===== src/rtl/core/positional_sequence_store_macros.svh =====
// Assertion macros used by the file that checks the sequence store.
// Each macro expects signals named clk and rst in the scope where it is used.
`ifndef POSITIONAL_SEQUENCE_STORE_MACROS_SVH
`define POSITIONAL_SEQUENCE_STORE_MACROS_SVH

// The consequent must hold in the same cycle as the antecedent.
`define PSS_ASSERT_SAME(label, ante, cons) \
  label: assert property (@(posedge clk) disable iff (rst) (ante) |-> (cons)) \
    else $error("positional_sequence_store: same-cycle check failed");

// The consequent must hold in the cycle after the antecedent.
`define PSS_ASSERT_NEXT(label, ante, cons) \
  label: assert property (@(posedge clk) disable iff (rst) (ante) |=> (cons)) \
    else $error("positional_sequence_store: next-cycle check failed");

`endif


===== src/rtl/core/pss_pkg.sv =====
package pss_pkg;

  // Fixed field widths of the request and response words.
  localparam int WORD_W    = 64;
  localparam int POS_W     = 8;
  localparam int REQ_W     = 3;
  localparam int LEN_OUT_W = 6;

  typedef logic [WORD_W-1:0]    word_t;
  typedef logic [POS_W-1:0]     pos_t;
  typedef logic [REQ_W-1:0]     req_code_t;
  typedef logic [LEN_OUT_W-1:0] len_out_t;

  // Request codes carried in req_type.
  localparam req_code_t REQ_INSERT  = 3'd0;
  localparam req_code_t REQ_REMOVE  = 3'd1;
  localparam req_code_t REQ_REVERSE = 3'd2;
  localparam req_code_t REQ_DUMP    = 3'd3;
  localparam req_code_t REQ_CLEAR   = 3'd4;

  // Memory port strobes from the sequencer.
  typedef struct packed {
    logic rd;
    logic wr;
  } mem_ctl_t;

endpackage


===== src/rtl/core/positional_sequence_store.sv =====
// Ordered store of up to CAPACITY 64-bit words addressed by 1-based position.
// One request word is taken at a time; req_stall stays high until its last
// response word has been loaded into the output register. Insert shifts the
// words from the position upwards up, remove shifts the words above it down,
// reverse swaps pairs, dump reads out each element, and clear and failed
// requests touch no stored word. All of this goes through the single element
// memory, which does at most one read or one write per cycle, with every moved
// word read and then written. A stalled response holds the sequencer until the
// response register is free. The element memory needs no clearing after reset:
// positions beyond the length are never read.
`include "positional_sequence_store_macros.svh"

module positional_sequence_store #(
  parameter int CAPACITY = 32
) (
  input  logic               clk,
  input  logic               rst,
  input  logic               req_valid,
  output logic               req_stall,
  input  logic [2:0]         req_type,
  input  logic [7:0]         first_position,
  input  logic [7:0]         second_position,
  input  logic [63:0]        item_value,
  output logic               rsp_valid,
  input  logic               rsp_stall,
  output logic               ok,
  output logic [63:0]        element_value,
  output logic               last,
  output logic [5:0]         length_after
);

  localparam int AW = $clog2(CAPACITY);

  pss_pkg::mem_ctl_t mem_ctl;
  logic [AW-1:0]     mem_raddr;
  logic [AW-1:0]     mem_waddr;
  pss_pkg::word_t    mem_wdata;
  pss_pkg::word_t    mem_rdata;

  // Sequencer with the response register.
  pss_seq #(
    .CAPACITY(CAPACITY)
  ) u_seq (
    .clk            (clk),
    .rst            (rst),
    .req_valid      (req_valid),
    .req_stall      (req_stall),
    .req_type       (req_type),
    .first_position (first_position),
    .second_position(second_position),
    .item_value     (item_value),
    .rsp_valid      (rsp_valid),
    .rsp_stall      (rsp_stall),
    .ok             (ok),
    .element_value  (element_value),
    .last           (last),
    .length_after   (length_after),
    .mem_ctl        (mem_ctl),
    .mem_raddr      (mem_raddr),
    .mem_waddr      (mem_waddr),
    .mem_wdata      (mem_wdata),
    .mem_rdata      (mem_rdata)
  );

  // Element memory.
  pss_mem #(
    .DEPTH(CAPACITY)
  ) u_mem (
    .clk  (clk),
    .ctl  (mem_ctl),
    .raddr(mem_raddr),
    .waddr(mem_waddr),
    .wdata(mem_wdata),
    .rdata(mem_rdata)
  );

  // Checks on the sequencer and its memory traffic.
  `PSS_ASSERT_SAME(a_idle_no_write, !req_stall, !mem_ctl.wr)
  `PSS_ASSERT_SAME(a_one_access, 1'b1, !(mem_ctl.rd && mem_ctl.wr))
  `PSS_ASSERT_NEXT(a_accept_busy, req_valid && !req_stall, req_stall)
  `PSS_ASSERT_SAME(a_read_in_range, mem_ctl.rd, int'(mem_raddr) < CAPACITY)

endmodule


===== src/rtl/core/pss_mem.sv =====
module pss_mem #(
  parameter int DEPTH = 32,
  localparam int AW = $clog2(DEPTH)
) (
  input  logic              clk,
  input  pss_pkg::mem_ctl_t ctl,
  input  logic [AW-1:0]     raddr,
  input  logic [AW-1:0]     waddr,
  input  pss_pkg::word_t    wdata,
  output pss_pkg::word_t    rdata
);

  pss_pkg::word_t mem [DEPTH];

  // One write port and one registered read port; read data holds between reads.
  always_ff @(posedge clk) begin
    if (ctl.wr) begin
      mem[waddr] <= wdata;
    end
    if (ctl.rd) begin
      rdata <= mem[raddr];
    end
  end

endmodule


===== src/rtl/core/pss_seq.sv =====
module pss_seq #(
  parameter int CAPACITY = 32,
  localparam int AW = $clog2(CAPACITY)
) (
  input  logic                 clk,
  input  logic                 rst,
  input  logic                 req_valid,
  output logic                 req_stall,
  input  pss_pkg::req_code_t   req_type,
  input  pss_pkg::pos_t        first_position,
  input  pss_pkg::pos_t        second_position,
  input  pss_pkg::word_t       item_value,
  output logic                 rsp_valid,
  input  logic                 rsp_stall,
  output logic                 ok,
  output pss_pkg::word_t       element_value,
  output logic                 last,
  output pss_pkg::len_out_t    length_after,
  output pss_pkg::mem_ctl_t    mem_ctl,
  output logic [AW-1:0]        mem_raddr,
  output logic [AW-1:0]        mem_waddr,
  output pss_pkg::word_t       mem_wdata,
  input  pss_pkg::word_t       mem_rdata
);

  localparam int LW = $clog2(CAPACITY + 1);
  localparam int CW = LW + 1;

  typedef enum logic [6:0] {
    S_IDLE = 7'b0000001,
    S_RD   = 7'b0000010,
    S_RD2  = 7'b0000100,
    S_WR   = 7'b0001000,
    S_WR2  = 7'b0010000,
    S_FIN  = 7'b0100000,
    S_DOUT = 7'b1000000
  } state_t;

  state_t             state, state_next;
  logic [LW-1:0]      len, len_next;
  pss_pkg::req_code_t op, op_next;
  logic               pass, pass_next;
  logic [LW-1:0]      idx, idx_next;
  logic [LW-1:0]      hi, hi_next;
  logic [LW-1:0]      tgt, tgt_next;
  pss_pkg::word_t     val, val_next;
  pss_pkg::word_t     tmp, tmp_next;

  logic               rsp_load, rsp_ok_next, rsp_last_next;
  pss_pkg::word_t     rsp_value_next;
  logic [LW-1:0]      rsp_len_src;
  logic               rsp_free;

  logic [LW-1:0]      raddr_sel, waddr_sel;
  logic [LW-1:0]      idx_m1;
  logic [CW-1:0]      idx_c, hi_c, len_c;

  // Request decode works on widened positions so no compare can wrap.
  logic [8:0]         len9, p1, p2, cap9, ins_pos;

  assign req_stall = (state != S_IDLE);
  assign rsp_free  = !rsp_valid || !rsp_stall;

  assign len9    = 9'(len);
  assign p1      = 9'(first_position);
  assign p2      = 9'(second_position);
  assign cap9    = 9'(CAPACITY);
  assign ins_pos = (p1 > len9 + 9'd1) ? len9 + 9'd1 : p1;

  assign idx_m1 = idx - LW'(1);
  assign idx_c  = CW'(idx);
  assign hi_c   = CW'(hi);
  assign len_c  = CW'(len);

  assign mem_raddr = raddr_sel[AW-1:0];
  assign mem_waddr = waddr_sel[AW-1:0];

  // Sequencer: at most one memory access per cycle, read then write for every moved word.
  always_comb begin
    state_next     = state;
    len_next       = len;
    op_next        = op;
    pass_next      = pass;
    idx_next       = idx;
    hi_next        = hi;
    tgt_next       = tgt;
    val_next       = val;
    tmp_next       = tmp;
    mem_ctl        = '0;
    raddr_sel      = idx;
    waddr_sel      = idx;
    mem_wdata      = mem_rdata;
    rsp_load       = 1'b0;
    rsp_ok_next    = 1'b0;
    rsp_value_next = '0;
    rsp_last_next  = 1'b1;
    rsp_len_src    = len;

    unique case (state)
      S_IDLE: begin
        if (req_valid) begin
          op_next  = req_type;
          val_next = item_value;
          case (req_type)
            pss_pkg::REQ_INSERT: begin
              if (len9 >= cap9 || p1 == 9'd0) begin
                pass_next  = 1'b0;
                state_next = S_FIN;
              end else begin
                pass_next  = 1'b1;
                idx_next   = len;
                tgt_next   = LW'(ins_pos - 9'd1);
                state_next = (len9 == ins_pos - 9'd1) ? S_FIN : S_RD;
              end
            end
            pss_pkg::REQ_REMOVE: begin
              if (len9 == 9'd0 || p1 == 9'd0 || p1 > len9) begin
                pass_next  = 1'b0;
                state_next = S_FIN;
              end else begin
                pass_next  = 1'b1;
                idx_next   = LW'(p1 - 9'd1);
                state_next = (p1 < len9) ? S_RD : S_FIN;
              end
            end
            pss_pkg::REQ_REVERSE: begin
              if (p1 == 9'd0 || p1 > len9 || p2 == 9'd0 || p2 > len9 || p1 > p2) begin
                pass_next  = 1'b0;
                state_next = S_FIN;
              end else begin
                pass_next  = 1'b1;
                idx_next   = LW'(p1 - 9'd1);
                hi_next    = LW'(p2 - 9'd1);
                state_next = (p1 < p2) ? S_RD : S_FIN;
              end
            end
            pss_pkg::REQ_DUMP: begin
              if (len9 == 9'd0) begin
                pass_next  = 1'b0;
                state_next = S_FIN;
              end else begin
                pass_next  = 1'b1;
                idx_next   = '0;
                state_next = S_RD;
              end
            end
            pss_pkg::REQ_CLEAR: begin
              pass_next  = 1'b1;
              state_next = S_FIN;
            end
            default: begin
              pass_next  = 1'b0;
              state_next = S_FIN;
            end
          endcase
        end
      end

      // Read the source word of the next move, the low word of a swap, or the next dumped element.
      S_RD: begin
        mem_ctl.rd = 1'b1;
        case (op)
          pss_pkg::REQ_INSERT: raddr_sel = idx_m1;
          pss_pkg::REQ_REMOVE: raddr_sel = idx + LW'(1);
          default:             raddr_sel = idx;
        endcase
        case (op)
          pss_pkg::REQ_REVERSE: state_next = S_RD2;
          pss_pkg::REQ_DUMP:    state_next = S_DOUT;
          default:              state_next = S_WR;
        endcase
      end

      // Second read of a swap; the low word is parked meanwhile.
      S_RD2: begin
        mem_ctl.rd = 1'b1;
        raddr_sel  = hi;
        tmp_next   = mem_rdata;
        state_next = S_WR;
      end

      // Write the word just read to its new place.
      S_WR: begin
        mem_ctl.wr = 1'b1;
        waddr_sel  = idx;
        mem_wdata  = mem_rdata;
        case (op)
          pss_pkg::REQ_INSERT: begin
            idx_next   = idx_m1;
            state_next = (idx_m1 == tgt) ? S_FIN : S_RD;
          end
          pss_pkg::REQ_REMOVE: begin
            idx_next   = idx + LW'(1);
            state_next = (idx_c + CW'(2) < len_c) ? S_RD : S_FIN;
          end
          default: begin
            state_next = S_WR2;
          end
        endcase
      end

      // Complete a swap and step both ends inwards.
      S_WR2: begin
        mem_ctl.wr = 1'b1;
        waddr_sel  = hi;
        mem_wdata  = tmp;
        idx_next   = idx + LW'(1);
        hi_next    = hi - LW'(1);
        state_next = (idx_c + CW'(2) < hi_c) ? S_RD : S_FIN;
      end

      // Write an inserted word, commit the length change and give the single response word.
      S_FIN: begin
        if (rsp_free) begin
          rsp_load    = 1'b1;
          rsp_ok_next = pass;
          if (pass) begin
            case (op)
              pss_pkg::REQ_INSERT: begin
                mem_ctl.wr = 1'b1;
                waddr_sel  = tgt;
                mem_wdata  = val;
                len_next   = len + LW'(1);
              end
              pss_pkg::REQ_REMOVE: len_next = len - LW'(1);
              pss_pkg::REQ_CLEAR:  len_next = '0;
              default:             len_next = len;
            endcase
          end
          rsp_len_src = len_next;
          state_next  = S_IDLE;
        end
      end

      // Hand out one stored element per response word.
      S_DOUT: begin
        if (rsp_free) begin
          rsp_load       = 1'b1;
          rsp_ok_next    = 1'b1;
          rsp_value_next = mem_rdata;
          rsp_last_next  = (idx_c + CW'(1) == len_c);
          if (idx_c + CW'(1) == len_c) begin
            state_next = S_IDLE;
          end else begin
            idx_next   = idx + LW'(1);
            state_next = S_RD;
          end
        end
      end

      default: begin
        state_next = S_IDLE;
      end
    endcase
  end

  // Control state.
  always_ff @(posedge clk) begin
    if (rst) begin
      state     <= S_IDLE;
      len       <= '0;
      rsp_valid <= 1'b0;
    end else begin
      state <= state_next;
      len   <= len_next;
      if (rsp_load) begin
        rsp_valid <= 1'b1;
      end else if (!rsp_stall) begin
        rsp_valid <= 1'b0;
      end
    end
  end

  // Working registers and the response register.
  always_ff @(posedge clk) begin
    op   <= op_next;
    pass <= pass_next;
    idx  <= idx_next;
    hi   <= hi_next;
    tgt  <= tgt_next;
    val  <= val_next;
    tmp  <= tmp_next;
    if (rsp_load) begin
      ok            <= rsp_ok_next;
      element_value <= rsp_value_next;
      last          <= rsp_last_next;
      length_after  <= pss_pkg::len_out_t'(rsp_len_src);
    end
  end

endmodule


===== config.mk =====
export PLATFORM = sky130hd
export DESIGN_NAME = positional_sequence_store
export DESIGN_NICKNAME = d
export VERILOG_FILES = /design/src/rtl/core/pss_pkg.sv /design/src/rtl/core/positional_sequence_store.sv /design/src/rtl/core/pss_mem.sv /design/src/rtl/core/pss_seq.sv
export VERILOG_INCLUDE_DIRS = /design/src /design/src/rtl/core
export SDC_FILE = /design/constraint.sdc
export NUM_CORES = 2
export LEC_CHECK = 0
export ABC_CLOCK_PERIOD_IN_PS = 15900
export BUFFER_PORTS_ARGS = -buffer_cell sky130_fd_sc_hd__buf_2
export CAP_MARGIN = 10
export CORE_MARGIN = 3
export CORE_UTILIZATION = 50
export CTS_CLUSTER_DIAMETER = 150
export DETAILED_ROUTE_END_ITERATION = 10
export HOLD_SLACK_MARGIN = 0.12
export PLACE_DENSITY = 0.76
export SYNTH_ARGS = -nofsm -noshare
export SYNTH_HDL_FRONTEND = slang
export SYNTH_HIERARCHICAL = 1
export SYNTH_SLANG_ARGS = --single-unit
export TNS_END_PERCENT = 100

===== constraint.sdc =====
create_clock -name clk -period 15.9 [get_ports clk]
set_input_delay 0.795 -clock clk [delete_from_list [all_inputs] [get_ports clk]]
set_output_delay 0.795 -clock clk [all_outputs]
set_load 0.01 [all_outputs]

==> results.txt <==
----------------------------------------------------
[Run status]
  Result of the run ... finished clean

[CTS]
  Count of H-tree levels built during CTS ... 4
  Post-CTS Setup Bufs ... 0
  # clock sinks ... 2348
  Number of hold-repair buffers added at the cts stage ... 62
  Max Root-Sink Buffers ... 3
  Worst-path clk slew ... 0.06 ns
  Clock tree from TritonCTS ... yes
  Inserted Clock Buffers ... 219
  # resized after CTS ... 0
  Clock latency of the later-clocked register in the worst-skew pair ... 0.88 ns
  Clk root buf ... sky130_fd_sc_hd__clkbuf_16

[GRT]
  Wire length of the first global-routing pass ... 337000 µm
  GRT overflow ... 0
  Largest net degree at the start of global routing ... 145
  Initial antenna violation count ... 6
  GRT Overall Usage ... 0.2509
  Vias in the first global route ... around 46000

[Synthesis]
  Fraction of synthesized area in multiplexers ... 0.1623
  Count of different cell masters after synthesis ... 73
  Mean post-synth cell area ... 22.13 µm²
  Arithmetic-cell share of the synthesized area counting full adders, half adders and majority gates ... 0.007197
  Total of warnings raised by yosys ... 6
  Share of flip-flops with an asynchronous set or reset after synthesis ... 0
  Synthesized cell area ... 91450 µm²
  Net Count, Synth ... between 4000 and 5000
  Register area share after synthesis ... 0.7695
  Dominant combinational cell family by area after synthesis ... multiplexers
  Number of synthesized flops with an enable pin ... 2334
  Xor-xnor portion of the synthesized cell area ... 0.005076
  Basic-gate share of the synthesized area counting and, or, nand and nor cells ... 0.02461
  Predominant post-synthesis flop cell ... sky130_fd_sc_hd__edfxtp_1
  Compound-gate portion of the synthesized area ... 0.01894
  Flip-flop and latch count after synthesis ... approximately 2300
  Number of instances in the synthesized netlist ... 4133

[Detailed routing]
  DR pass1 iterations ... 6
  Number of routed nets with antenna violations ... 0
  Wire length per cell ... between 30 and 40 µm
  Vias per std cell ... between 6 and 7
  Residual DRC ... 0
  Overall via count from detail_route ... approximately 46000
  Routed WL ... approximately 230000 µm
  First-iteration detailed-routing DRC count ... 6737

[Pwr]
  Internal cell power ... 0.01072 W
  Power per unit of standard cell area ... about 140 nW/µm²
  Maximum ir drop on the vdd rail ... about 0.13 mV
  Switching Power ... 0.003397 W
  Clock power share ... 0.370
  Net switching fraction of the power ... 0.2406
  Cell leakage power ... 32.88 nW
  Portion of total power attributed to sequential cells ... 0.485
  Relative contribution of combinational cells to total power ... 0.144

[Die]
  Area enclosed by the die boundary ... 188100 µm²
  Effective utilization at floorplan ... 0.5043
  Vertical extent of the die ... 433.7 µm
  Cell row count ... 156
  Die span in x ... 433.7 µm
  Number of top-level pins ... 161
  Area inside the core boundary ... 181300 µm²

[Timing]
  Max transition margin ... 0.1765
  Achievable frequency ... 0.1461 GHz
  Min Clock Period, post-route ... 6.846 ns
  Setup violation total in the final timing report ... 0
  Post-route clock period utilization ... 0.4306
  Worst-Margin Slew ... 1.222 ns
  Final count of hold timing violations ... 0
  Minimum setup slack in the final design ... 9.054 ns
  Max Slew Vio Count ... 0
  Clock tree skew after final layout ... between 0.07 and 0.08 ns
  Post-route setup TNS ... 0 ns
  Worst hold-check slack ... 0.1750 ns
  RSZ-0062 raised after global routing ... false

[Finish]
  Combined flip-flop and latch cell area ... 70370 µm²
  Fraction of final layout cells sized beyond drive strength 1 ... 0.2801
  Number of antenna cells inserted ... 0
  Layout filler cell count ... 12520
  Multi-input logic area ... approximately 20000 µm²
  Area added between synthesis and finish ... 12.90%
  Nets@finish ... 4584
  Final core area utilization ... 0.5693

[Placement]
  Dpl hpwl ... 118900 µm
  Final estimated routing congestion in global placement ... 0.8162
  IO Port Bufs ... 160
  Worst slack at placement ... 8.707 ns

[Critical path]
  Type of the worst setup path ... reg -> reg
  Critical path required time ... 16.33 ns
  Data arrival time of the worst path ... about 7.3 ns
  Crit path launch type ... register
  Critical path peak fanout ... 67
  Worst Setup End Kind ... register

[Hold path]
  Type of the tightest min-delay check ... in -> reg

[Run]
  Max-cap violation count ... 0

----------------------------------------------------
-- per-layer routing --
| metal | track usage | up-vias | part of all wire | wire [µm] |
|---|---|---|---|---|
| met5 | 0 | - | 0.000068 | 16 |
| met4 | 0.09332 | 4 | 0.038 | 8773 |
| met3 | 0.05112 | 482 | 0.11 | 26530 |
| met2 | 0.4007 | 3231 | 0.49 | 113800 |
| met1 | 0.3457 | 24130 | 0.36 | 84550 |
| li1 | - | 18010 | - | - |
-- cells by family after synthesis --
family	count (synthesis)
AO/OA/AOI/OAI	247
XOR/XNOR	53
flip-flops	2348
multiplexers	721
buffers and inverters	254
AND/OR/NAND/NOR	458
adder cells (fa/ha/maj)	52
-- metrics by stage --
stage / std cells / total power [W] / cell area [µm²]
2_1_floorplan: 4133 / 0.008459 / 91450
5_1_grt: 7001 / 0.01452 / 103200
4_1_cts: 6992 / 0.01418 / 103000
6_report: 7001 / 0.01412 / 103200
3_5_place_dp: 6523 / 0.008985 / 95230
3_3_place_gp: 6523 / 0.008961 / 95230
-- area by class of cell --
cell class	count	area share
inverter	35	0.001297
tap	2370	0.02872
sequential	2348	0.6816
multi-input combinational	1531	0.1966
timing repair buffer	310	0.02252
clock inverter	141	0.01357
clock buffer	266	0.05570
-- final timing paths --
kind / start / to / slack, ns / depth (start not counted)
max: u_seq/rsp_valid$_SDFFE_PP0P_ / u_mem/mem[29][28]$_DFFE_PP_ / 9.05 / 12
min: item_value[30] / u_seq/val[30]$_DFFE_PP_ / 0.18 / 1
max reg2reg: u_seq/rsp_valid$_SDFFE_PP0P_ / u_mem/mem[29][28]$_DFFE_PP_ / 9.05 / 12
min reg2reg: u_mem/rdata[47]$_DFFE_PP_ / u_seq/tmp[47]$_DFFE_PN_ / 0.46 / 0
-- worst max-delay path, stage by stage (launching register included) --
cell                       delay, ns
sky130_fd_sc_hd__dfxtp_1        0.36
sky130_fd_sc_hd__nand2_4        0.74
sky130_fd_sc_hd__nand2_1        0.31
sky130_fd_sc_hd__or3_4          0.48
sky130_fd_sc_hd__nand2b_4       0.18
sky130_fd_sc_hd__nor2_4         0.14
sky130_fd_sc_hd__buf_4          0.53
sky130_fd_sc_hd__nor2_4         0.05
sky130_fd_sc_hd__buf_4          0.39
sky130_fd_sc_hd__a221o_1        0.47
sky130_fd_sc_hd__nand3b_1       0.73
sky130_fd_sc_hd__nor2_4         1.01
sky130_fd_sc_hd__buf_4          0.95
-- registers in the layout (all words and copies together) (netlist names) --
name and count:
u_seq/rsp_valid 1, u_mem/mem 2048, u_seq/pass 1, u_seq/state 7, u_seq/length_after 6, u_seq/val 64, u_seq/element_value 64, u_seq/idx 6
u_seq/last 1, u_seq/hi 6, u_seq/op 3, u_mem/rdata 64, u_seq/tgt 6, u_seq/ok 1, u_seq/tmp 64, u_seq/len 6
-- power by group through the flow --
stage	Sequential, W	Clock [W]	Combinational (W)
2_1_floorplan	0.00696	0	0.00150
3_3_place_gp	0.00698	0	0.00198
3_5_place_dp	0.00698	0	0.00200
4_1_cts	0.00685	0.00528	0.00205
5_1_grt	0.00685	0.00551	0.00216
6_report	0.00685	0.00522	0.00204
-- cell usage in the layout, fill, tap and decap left out, types with 18 or more instances in the layout --
master                          instances
sky130_fd_sc_hd__mux2i_1               44
sky130_fd_sc_hd__clkinv_1              52
sky130_fd_sc_hd__nor2_1                59
sky130_fd_sc_hd__a21oi_1               40
sky130_fd_sc_hd__buf_4                 73
sky130_fd_sc_hd__o21ai_0               28
sky130_fd_sc_hd__mux2_2                75
sky130_fd_sc_hd__dlygate4sd3_1         62
sky130_fd_sc_hd__ha_1                  51
sky130_fd_sc_hd__edfxtp_1            2334
sky130_fd_sc_hd__and3_1                67
sky130_fd_sc_hd__xnor2_1               37
sky130_fd_sc_hd__nor2_4                37
sky130_fd_sc_hd__mux4_2               602
sky130_fd_sc_hd__nand3_1               19
sky130_fd_sc_hd__nor3_1                18
sky130_fd_sc_hd__nor2b_1               20
sky130_fd_sc_hd__clkbuf_16            222
sky130_fd_sc_hd__clkinv_2              39
sky130_fd_sc_hd__inv_1                 33
sky130_fd_sc_hd__nand2_1              163
sky130_fd_sc_hd__a22oi_1               70
sky130_fd_sc_hd__clkbuf_1              41
sky130_fd_sc_hd__bufinv_16             20
sky130_fd_sc_hd__buf_2                160
-- cell usage after synthesis (all sizes together) (40+ instances only) --
cell       n  share of area
edfxtp  2334           0.77
mux4     602           0.15
nand2    164         0.0067
buf      115         0.0067
clkbuf   104         0.0043
nor2      96         0.0041
mux2      75         0.0092
a22oi     70         0.0057
and3      68         0.0047
ha        51         0.0070
mux2i     44         0.0048
a21oi     40         0.0022
Note: power is estimated with default switching activity, not from simulation.
